==> src/hw/rtl/sgrl_pkg.sv <==
// Types, constants and helpers shared by the sequence gap and replay ledger.
// No dependencies; compiled first.
`default_nettype none

package sgrl_pkg;

   // Field widths of one observed word and one result word
   localparam int unsigned SRC_W   = 4;
   localparam int unsigned INC_W   = 32;
   localparam int unsigned SEQ_W   = 64;
   localparam int unsigned TALLY_W = 32;
   localparam int unsigned TRACK_W = 5;
   localparam int unsigned VERD_W  = 2;

   // Largest number of entries the source index can reach
   localparam int unsigned SRC_SPAN = 1 << SRC_W;

   // Verdict codes
   localparam logic [VERD_W-1:0] VERDICT_ACCEPTED = 2'd0;
   localparam logic [VERD_W-1:0] VERDICT_NEW_INC  = 2'd1;
   localparam logic [VERD_W-1:0] VERDICT_REPLAY   = 2'd2;
   localparam logic [VERD_W-1:0] VERDICT_GAP      = 2'd3;

   // One ledger entry
   typedef struct packed {
      logic [INC_W-1:0]   incarnation;
      logic [SEQ_W-1:0]   high_mark;
      logic [SEQ_W-1:0]   missing;
      logic [TALLY_W-1:0] accepted;
      logic [TALLY_W-1:0] replays;
   } entry_type;

   // Per-word outcome besides the updated entry
   typedef struct packed {
      logic [VERD_W-1:0] verdict;
      logic [SEQ_W-1:0]  gap_size;
   } outcome_type;

   // Saturating increment of a tally
   function automatic logic [TALLY_W-1:0] sat_inc_tally(input logic [TALLY_W-1:0] v);
      sat_inc_tally = (&v) ? v : v + TALLY_W'(1);
   endfunction

endpackage

`default_nettype wire

==> src/hw/rtl/sgrl_update.sv <==
// Next-entry logic of the ledger: classifies one word against its entry.
// Depends on sgrl_pkg.
`default_nettype none

module sgrl_update
   import sgrl_pkg::*;
(
   input  wire entry_type     entry_cur,
   input  wire [INC_W-1:0]    incarnation,
   input  wire [SEQ_W-1:0]    sequence_req,
   output entry_type          entry_nxt,
   output outcome_type        outcome
);

   logic [SEQ_W:0] dist_sum;
   logic [SEQ_W:0] miss_sum;
   logic           above_mark;
   logic [SEQ_W-1:0] gap_raw;

   // seq + ~mark gives seq - mark - 1; the carry says seq is above the mark
   assign dist_sum   = {1'b0, sequence_req} + {1'b0, ~entry_cur.high_mark};
   assign above_mark = dist_sum[SEQ_W];
   assign gap_raw    = dist_sum[SEQ_W-1:0];

   // Missing total plus skipped numbers, saturated via the carry
   assign miss_sum = {1'b0, entry_cur.missing} + {1'b0, gap_raw};

   // Classify the word and build the updated entry
   always_comb begin
      entry_nxt        = entry_cur;
      outcome.verdict  = VERDICT_ACCEPTED;
      outcome.gap_size = '0;
      priority if (entry_cur.incarnation == '0) begin
         // first sighting: keep the missing total
         entry_nxt.incarnation = incarnation;
         entry_nxt.high_mark   = sequence_req;
         entry_nxt.accepted    = sat_inc_tally(entry_cur.accepted);
      end else if (entry_cur.incarnation != incarnation) begin
         // restart of the sequence space
         outcome.verdict       = VERDICT_NEW_INC;
         entry_nxt.incarnation = incarnation;
         entry_nxt.high_mark   = sequence_req;
         entry_nxt.missing     = '0;
         entry_nxt.accepted    = sat_inc_tally(entry_cur.accepted);
      end else if (!above_mark) begin
         outcome.verdict   = VERDICT_REPLAY;
         entry_nxt.replays = sat_inc_tally(entry_cur.replays);
      end else begin
         outcome.gap_size = gap_raw;
         if (gap_raw != '0) begin
            outcome.verdict   = VERDICT_GAP;
            entry_nxt.missing = miss_sum[SEQ_W] ? {SEQ_W{1'b1}} : miss_sum[SEQ_W-1:0];
         end
         entry_nxt.high_mark = sequence_req;
         entry_nxt.accepted  = sat_inc_tally(entry_cur.accepted);
      end
   end

endmodule

`default_nettype wire

==> src/hw/rtl/sequence_gap_replay_ledger_top.sv <==
// Sequence gap and replay ledger: one word per cycle while busy is low; an accepted word is
// first captured with req_vld_ff set, then its result is registered and shown with rsp_strobe.
// Throughput: one word every cycle while busy is low; the entry table is updated as each result is
// registered, so a word for the same source in the next cycle sees it at once.
// Reset (synchronous): clears all entry valid bits and the tracked count;
// busy is high while reset is held and in the cycle after it.
`default_nettype none

module sequence_gap_replay_ledger_top
   import sgrl_pkg::*;
#(
   parameter int unsigned SOURCES = 16
)(
   input  wire                 clock,
   input  wire                 reset,
   input  wire                 start,
   output logic                busy,
   input  wire [SRC_W-1:0]     req_source_index,
   input  wire [INC_W-1:0]     req_incarnation,
   input  wire [SEQ_W-1:0]     req_sequence_req,
   output logic                rsp_strobe,
   output logic [VERD_W-1:0]   rsp_verdict,
   output logic [SEQ_W-1:0]    rsp_highest_sequence,
   output logic [SEQ_W-1:0]    rsp_gap_size,
   output logic [SEQ_W-1:0]    rsp_missing_total,
   output logic                rsp_has_gap,
   output logic [TALLY_W-1:0]  rsp_accepted_count,
   output logic [TALLY_W-1:0]  rsp_replay_count,
   output logic [TRACK_W-1:0]  rsp_tracked_sources
);

   // Only entries the index can reach are kept
   localparam int unsigned DEPTH  = (SOURCES < SRC_SPAN) ? SOURCES : SRC_SPAN;
   localparam int unsigned ADDR_W = (DEPTH > 1) ? $clog2(DEPTH) : 1;

   // Control registers
   logic                busy_ff;
   logic                req_vld_ff, req_vld_in;
   logic                rsp_vld_ff, rsp_vld_in;
   logic [DEPTH-1:0]    present_ff, present_in;
   logic [TRACK_W-1:0]  tracked_ff, tracked_in;

   // Payload registers
   logic [SRC_W-1:0]    src_ff;
   logic [INC_W-1:0]    inc_ff;
   logic [SEQ_W-1:0]    seq_ff;
   entry_type           entry_ff [DEPTH];
   logic [VERD_W-1:0]   verdict_ff, verdict_in;
   logic [SEQ_W-1:0]    high_ff, high_in;
   logic [SEQ_W-1:0]    gap_ff, gap_in;
   logic [SEQ_W-1:0]    miss_ff, miss_in;
   logic [TALLY_W-1:0]  acc_ff, acc_in;
   logic [TALLY_W-1:0]  rep_ff, rep_in;

   logic                accept;
   logic                in_range;
   logic [ADDR_W-1:0]   addr;
   entry_type           entry_rd;
   entry_type           entry_nxt;
   outcome_type         outcome;
   logic                do_write;

   assign accept   = start && !busy_ff;
   assign in_range = 32'(src_ff) < SOURCES;
   assign addr     = ADDR_W'(src_ff);

   // Entry not yet seen reads as all zeros
   assign entry_rd = present_ff[addr] ? entry_ff[addr] : '0;

   sgrl_update u_update (
      .entry_cur    (entry_rd),
      .incarnation  (inc_ff),
      .sequence_req (seq_ff),
      .entry_nxt    (entry_nxt),
      .outcome      (outcome)
   );

   assign do_write = req_vld_ff && in_range;

   // Next state of control and result word
   always_comb begin
      req_vld_in = accept;
      rsp_vld_in = req_vld_ff;
      present_in = present_ff;
      tracked_in = tracked_ff;
      if (do_write && !present_ff[addr]) begin
         present_in[addr] = 1'b1;
         if (tracked_ff != {TRACK_W{1'b1}}) begin
            tracked_in = tracked_ff + TRACK_W'(1);
         end
      end
      if (in_range) begin
         verdict_in = outcome.verdict;
         high_in    = entry_nxt.high_mark;
         gap_in     = outcome.gap_size;
         miss_in    = entry_nxt.missing;
         acc_in     = entry_nxt.accepted;
         rep_in     = entry_nxt.replays;
      end else begin
         verdict_in = VERDICT_ACCEPTED;
         high_in    = '0;
         gap_in     = '0;
         miss_in    = '0;
         acc_in     = '0;
         rep_in     = '0;
      end
   end

   // Control state
   always_ff @(posedge clock) begin
      if (reset) begin
         busy_ff    <= 1'b1;
         req_vld_ff <= 1'b0;
         rsp_vld_ff <= 1'b0;
         present_ff <= '0;
         tracked_ff <= '0;
      end else begin
         busy_ff    <= 1'b0;
         req_vld_ff <= req_vld_in;
         rsp_vld_ff <= rsp_vld_in;
         present_ff <= present_in;
         tracked_ff <= tracked_in;
      end
   end

   // Capture the accepted word
   always_ff @(posedge clock) begin
      if (accept) begin
         src_ff <= req_source_index;
         inc_ff <= req_incarnation;
         seq_ff <= req_sequence_req;
      end
   end

   // Write back the updated entry
   always_ff @(posedge clock) begin
      if (do_write) begin
         entry_ff[addr] <= entry_nxt;
      end
   end

   // Hold the result word for its strobe cycle
   always_ff @(posedge clock) begin
      if (req_vld_ff) begin
         verdict_ff <= verdict_in;
         high_ff    <= high_in;
         gap_ff     <= gap_in;
         miss_ff    <= miss_in;
         acc_ff     <= acc_in;
         rep_ff     <= rep_in;
      end
   end

   assign busy                 = busy_ff;
   assign rsp_strobe           = rsp_vld_ff;
   assign rsp_verdict          = verdict_ff;
   assign rsp_highest_sequence = high_ff;
   assign rsp_gap_size         = gap_ff;
   assign rsp_missing_total    = miss_ff;
   assign rsp_has_gap          = (miss_ff != '0);
   assign rsp_accepted_count   = acc_ff;
   assign rsp_replay_count     = rep_ff;
   assign rsp_tracked_sources  = tracked_ff;

endmodule

`default_nettype wire
==> config.mk <==
export PLATFORM = sky130hd
export DESIGN_NAME = sequence_gap_replay_ledger_top
export DESIGN_NICKNAME = d
export VERILOG_FILES = /design/src/hw/rtl/sgrl_pkg.sv /design/src/hw/rtl/sgrl_update.sv /design/src/hw/rtl/sequence_gap_replay_ledger_top.sv
export SDC_FILE = /design/constraint.sdc
export NUM_CORES = 2
export LEC_CHECK = 0
export BUFFER_PORTS_ARGS = -buffer_cell sky130_fd_sc_hd__clkbuf_2
export CAP_MARGIN = 10
export CORE_UTILIZATION = 50
export DETAILED_ROUTE_END_ITERATION = 7
export MAX_ROUTING_LAYER = met4
export PLACE_DENSITY = 0.67
export SLEW_MARGIN = 20
export SYNTH_ARGS = -nofsm -noshare
export SYNTH_HDL_FRONTEND = slang
export SYNTH_SLANG_ARGS = --single-unit
==> constraint.sdc <==
create_clock -name clock -period 40.8 [get_ports clock]
set_input_delay 2.04 -clock clock [delete_from_list [all_inputs] [get_ports clock]]
set_output_delay 2.04 -clock clock [all_outputs]
set_load 0.05 [all_outputs]
### Yosys cells after proc, flatten, opt, wreduce, memory -nomap -nowiden

Memory sizes are Yosys's and may differ from the RTL's. A register that Yosys moved wholly into a read port is not among the register bits.
Cells that the tools add are included.

* add/subtract/negate cells: 5
* reduce and logical (&&, ||, !) cells: 13
* equality and inequality tests: 2
* magnitude comparators: 2
* muxes and demuxes: 25
* bitwise logic cells: 3

Operators with widths (number)
* 160-bit 2-to-1 mux: 2
* 224-bit 2-to-1 mux: 1
* 32-bit 2-to-1 mux: 7
* 64-bit 2-to-1 mux: 3
* 64-bit by 64-bit adder with 65-bit output: 2
* 64-bit nonzero test: 2
* 96-bit 2-to-1 mux: 1
* 32-bit by 1-bit adder with 32-bit output (second input constant): 2
* 64-bit inverter: 1
* 32-bit AND reduction: 2
* 32-bit zero test: 1
* 32-bit inequality test: 1
* 16-bit OR: 1
* 1-bit 2-to-1 mux: 6
* 5-bit by 1-bit adder with 5-bit output (second input constant): 1
* 4-bit by 5-bit less-than comparator with 1-bit output (second input constant): 1
* 5-bit inequality test (second input constant): 1
* 1-bit binary-select mux with 4-bit select: 1
* 1-bit demux with 4-bit select: 1
* 4-bit by 1-bit >= comparator with 1-bit output (second input constant): 1
* 2-bit 2-to-1 mux: 2
* 4-bit 2-to-1 mux: 1
* 1-bit logical AND: 3
* 3-bit OR reduction: 1
* 4 further kinds: 5

* output and inout bits: 266
* RAM bits: 3584
* memories: 1
* word-level logic and storage cells: 66
* bits in registers: 382
* input port bits: 103

Memory list
* entry_ff: words 16, width 224, read ports 1, clocked after Yosys merged registers in 1, wr ports 1, line sequence_gap_replay_ledger_top.sv:47 `entry_type entry_ff [DEPTH];`

### Longest topological paths before layout

* depth after elaboration: 11
* mapped depth: 39
* gate-level depth less buffers: 27

### By module

Synthesis repeated with hierarchy kept, for this count alone.

* cells, all modules: 7730
* area total of the unflattened synthesis: 161023.2 um^2

Modules (own cells, without submodules)
* sequence_gap_replay_ledger_top: sequential area each 118934.1 um^2, cells each 5723, times used 1, area an instance 147855.6 um^2
* sgrl_update: sequential area each 0.0 um^2, cells each 2007, times used 1, area an instance 13167.6 um^2

### Worst setup path before layout

Ideal clock, no wire load.

* kind: flip-flop to flip-flop
* start: register req_vld_ff, in the netlist do_write
* end: memory entry_ff[3][0] in the netlist's numbering (enable)
* stages on the path, launching flop included: 3
* required time: 39.719 ns
* slack: 17.575 ns
* period minus slack after synthesis: 23.225 ns
* buffers on the path: 0
* library setup time: 1.081 ns
* arrival time: 22.144 ns
* cells stage by stage: dfxtp_1 -> nand3_1 -> nor3_1

* longest elaborated chain between the ends: 2

Ends and longest elaborated chain
* start, declared: line sequence_gap_replay_ledger_top.sv:38 `logic req_vld_ff, req_vld_in;`
* start signal, assigned: line sequence_gap_replay_ledger_top.sv:119 `req_vld_ff <= req_vld_in;`
* 1-bit 2-to-1 mux: line sequence_gap_replay_ledger_top.sv:137 `if (do_write) begin`
* 1-bit 2-to-1 mux (implied by the code): line sequence_gap_replay_ledger_top.sv:138 `entry_ff[addr] <= entry_nxt;`
* end, declared: line sequence_gap_replay_ledger_top.sv:47

Every way passes these cells.

==> flow_metrics.env <==
export IMPL_period_share=0.3306
export IMPL_routed_wl_um=429600
export IMPL_maxSlewViolCount=0
export IMPL_crit_type="reg2reg"
export IMPL_stdcell_count=13207
export IMPL_dpl_cell_count=12479
export IMPL_h_tree_depth=5
export IMPL_grt_max_degree=113
export IMPL_seq_power_share=0.528
export IMPL_post_drt_wl_per_cell_um=32.53
export IMPL_grtUsageTotal=0.2732
export IMPL_min_from="present_ff[11]$_SDFFE_PP0P_"
export IMPL_tns_ns=0
export IMPL_drtAntennaViolNets=0
export IMPL_clock_sinks=3970
export IMPL_slew_limit_headroom=0.1941
export IMPL_dp_hpwl_um=245300
export IMPL_drtIter0Drc=10001
export IMPL_crit_path_max_fanout=49
export IMPL_r2r_slack_ns=27.31
export IMPL_start_kind="flip-flop"
export IMPL_ys_ff_latch=3970
export IMPL_total_power_uw=8524
export IMPL_status="finished clean"
export IMPL_layout_min_cycle_time_ns=13.49
export IMPL_hold_path_class="reg2reg"
export IMPL_hold_viol=0
export IMPL_critical_path_arrival_ns=14.11
export IMPL_multi_input_comb_area_sq_mm=0.04019
export IMPL_numCtsBuffers=401
export IMPL_crit_required_ns=41.42
export IMPL_via_per_inst=6.399
export IMPL_final_core_util=0.5671
export IMPL_postCtsSetupBuffers=0
export IMPL_synthArstFlopShare=0
export IMPL_drive_gt1_frac=0.2579
export IMPL_switching_share=0.2167
export IMPL_io_pins=369
export IMPL_seq_area_frac_synth=0.7412
export IMPL_fmax_mhz=74.15
export IMPL_yosys_warnings=0
export IMPL_reg2reg_to="entry_ff[11][127]$_DFFE_PP_"
export IMPL_area_delta_synth_final_pct=12.59
export IMPL_ctsHoldBuffers=0
export IMPL_comb_power_share=0.059
export IMPL_rows=207
export IMPL_firstDrtPassIters=6
export IMPL_vdd_ir_drop_max_uv=41.35
export IMPL_rsz0062_at_grt="false"
export IMPL_syn_inst=8180
export IMPL_ys_flop_type="edfxtp_1"
export IMPL_gp_congestion=1.013
export IMPL_clockPowerShare=0.414
export IMPL_clk_insertion_delay_late_ns=0.98
export IMPL_cts_clk_slew_worst_paths_ns=0.06
export IMPL_cp_end_kind="flip-flop"
export IMPL_fillers=23546
export IMPL_r2r_cells=29
export IMPL_ys_types=92
export IMPL_worstMarginPinSlew_ns=1.209
export IMPL_power_net_switching_uw=1847
export IMPL_cts_buffer_depth=4
export IMPL_cts_tree="done"
export IMPL_die_w_um=568.5
export IMPL_critPathMostFrequentCell="buf_4"
export IMPL_slowest_stage="a221oi_1"
export IMPL_hold_depth=2
export IMPL_root_buffer="clkbuf_16"
export IMPL_synth_area_sq_mm=0.1605
export IMPL_grt_pass1_vias=84575
export IMPL_seq_area_sq_mm=0.1190
export IMPL_crit_family="compound AO/OA/AOI/OAI gates"
export IMPL_clock_skew_ns=0.06765
export IMPL_layout_nets=8940
export IMPL_pwr_density_cell_mw_per_mm2=47.18
export IMPL_setup_violations_final=0
export IMPL_die_area_sq_mm=0.3232
export IMPL_start_util=0.5037
export IMPL_gr_total_overflow=0
export IMPL_antenna_found_initial=17
export IMPL_drv_cap=0
export IMPL_grt_pass1_wl_um=613300
export IMPL_synth_edf_count=3942
export IMPL_avgSynthCellArea_sq_um=19.62
export IMPL_syn_num_nets=8418
export IMPL_drc=0
export IMPL_io_buffers=368
export IMPL_p_int_uw=6677
export IMPL_whs_endpoint="present_ff[11]$_SDFFE_PP0P_"
export IMPL_via_count=84511
export IMPL_cp_num_buf_inv=5
export IMPL_cp_slowest_stage_delay_ns=0.95
export IMPL_total_leakage_power_uw=0.05810
export IMPL_cts_resized=0
export IMPL_dieHeight_um=568.5
export IMPL_core_sq_mm=0.3186
[metrics by stage]
stage                     setup WS (ns)  area (sq um)  hold slack, ns
after floorplan                   17.58        160500          0.4315
after global placement            27.04        167800          0.4452
after detailed placement          27.07        167900          0.4602
after CTS                         27.01        180300          0.4748
after global routing              26.13        180700          0.5098
final                             27.31        180700          0.4763
[cells in the mapped netlist (all sizes together), types with 13 or more instances]
master,instances,share of area
a211oi,26,0.0012
a21o,57,0.0027
a21oi,183,0.0057
a31oi,17,0.00066
and2,75,0.0029
and3,27,0.0011
buf,225,0.0081
clkbuf,219,0.0051
dfxtp,28,0.0035
edfxtp,3942,0.74
ha,133,0.010
inv,60,0.0014
mux2,24,0.0017
mux2i,117,0.0073
mux4,1017,0.14
nand2,645,0.015
nand2b,22,0.00086
nand3,124,0.0040
nand4,76,0.0030
nand4b,13,0.00071
nor2,308,0.0072
nor2b,25,0.00097
nor3,70,0.0023
nor4,38,0.0016
o211ai,16,0.00075
o21a,22,0.0010
o21ai,241,0.0075
o21bai,19,0.00089
o31ai,14,0.00065
o32ai,63,0.0034
or3,16,0.00062
xnor2,90,0.0049
xor2,91,0.0050
[tightest hold or removal path: cells and delay by family, from the launching register on]
family	cells	cell delay [ns]
flip-flops	1	0.33
AND/OR/NAND/NOR	1	0.07
AO/OA/AOI/OAI	1	0.04
[area by class of cell]
type,count,share of cell area
clock buffer,514,0.05883
inverter,60,0.001288
timing repair buffer,563,0.01986
antenna,7,0.00009696
sequential,3970,0.6584
tap,4180,0.02895
clock inverter,207,0.01011
multi-input combinational,3706,0.2224
[logic make-up after synthesis]
logic type                 count (synthesis)  share of synthesized area
buffers and inverters                    504                    0.01463
AOI/OAI and AO/OA                        744                    0.02928
muxes                                   1158                     0.1517
xor gates and xnor gates                 181                   0.009879
DFF                                     3970                     0.7412
and+or+nand+nor                         1488                    0.04268
adders and majority gates                135                    0.01062
[power groups by stage]
stage	Combinational, uW	Clock [uW]	Sequential [uW]
floorplan	334	0	4590
finish	501	3530	4500
global placement	497	0	4580
detailed placement	501	0	4580
global route	534	3730	4500
CTS	503	3580	4500
[metal layers]
metal,part of all wire,track usage
met1,0.41,0.3911
met2,0.47,0.4119
met3,0.088,0.03805
met4,0.034,0.08361
met5,0,-
[cells in the final DEF, fill, tap and decap left out, types with 62 or more instances in the layout]
| master | netlist | final |
|---|---|---|
| a21oi_1 | 183 | 182 |
| and2_1 | 75 | 75 |
| buf_4 | 42 | 173 |
| clkbuf_1 | 219 | 105 |
| clkbuf_16 | 0 | 409 |
| clkbuf_2 | 0 | 368 |
| clkinv_1 | 0 | 77 |
| clkinv_2 | 0 | 72 |
| edfxtp_1 | 3942 | 3942 |
| ha_1 | 133 | 133 |
| mux2i_1 | 117 | 114 |
| mux4_2 | 1017 | 1017 |
| nand2_1 | 644 | 644 |
| nand3_1 | 121 | 121 |
| nand4_1 | 76 | 76 |
| nor2_1 | 308 | 294 |
| nor3_1 | 66 | 62 |
| o21ai_0 | 238 | 190 |
| o32ai_2 | 0 | 63 |
| xnor2_1 | 90 | 77 |
| xor2_1 | 91 | 73 |
[flip-flops by register name, summed over array words and instances, names as in the netlist, named ones only]
register	count
addr	4
busy	1
do_write	1
entry_ff	3584
inc_ff	32
present_ff	16
rsp_accepted_count	32
rsp_gap_size	64
rsp_highest_sequence	64
rsp_missing_total	64
rsp_replay_count	32
rsp_strobe	1
rsp_tracked_sources	5
rsp_verdict	2
seq_ff	64
[worst max path at each step]
stage | from | to | slack [ns] | cells after the start
floorplan | do_write$_SDFF_PP0_ | entry_ff[3][0]$_DFFE_PP_ | 17.58 | 2
global placement | flip-flop | entry_ff[4][127]$_DFFE_PP_ | 27.04 | 29
detailed placement | flip-flop | entry_ff[12][127]$_DFFE_PP_ | 27.07 | 29
CTS | flip-flop | entry_ff[11][127]$_DFFE_PP_ | 27.01 | 29
global route | flip-flop | entry_ff[4][127]$_DFFE_PP_ | 26.13 | 29
finish | flip-flop | entry_ff[11][127]$_DFFE_PP_ | 27.31 | 29
(Power assumes the default switching activity.)
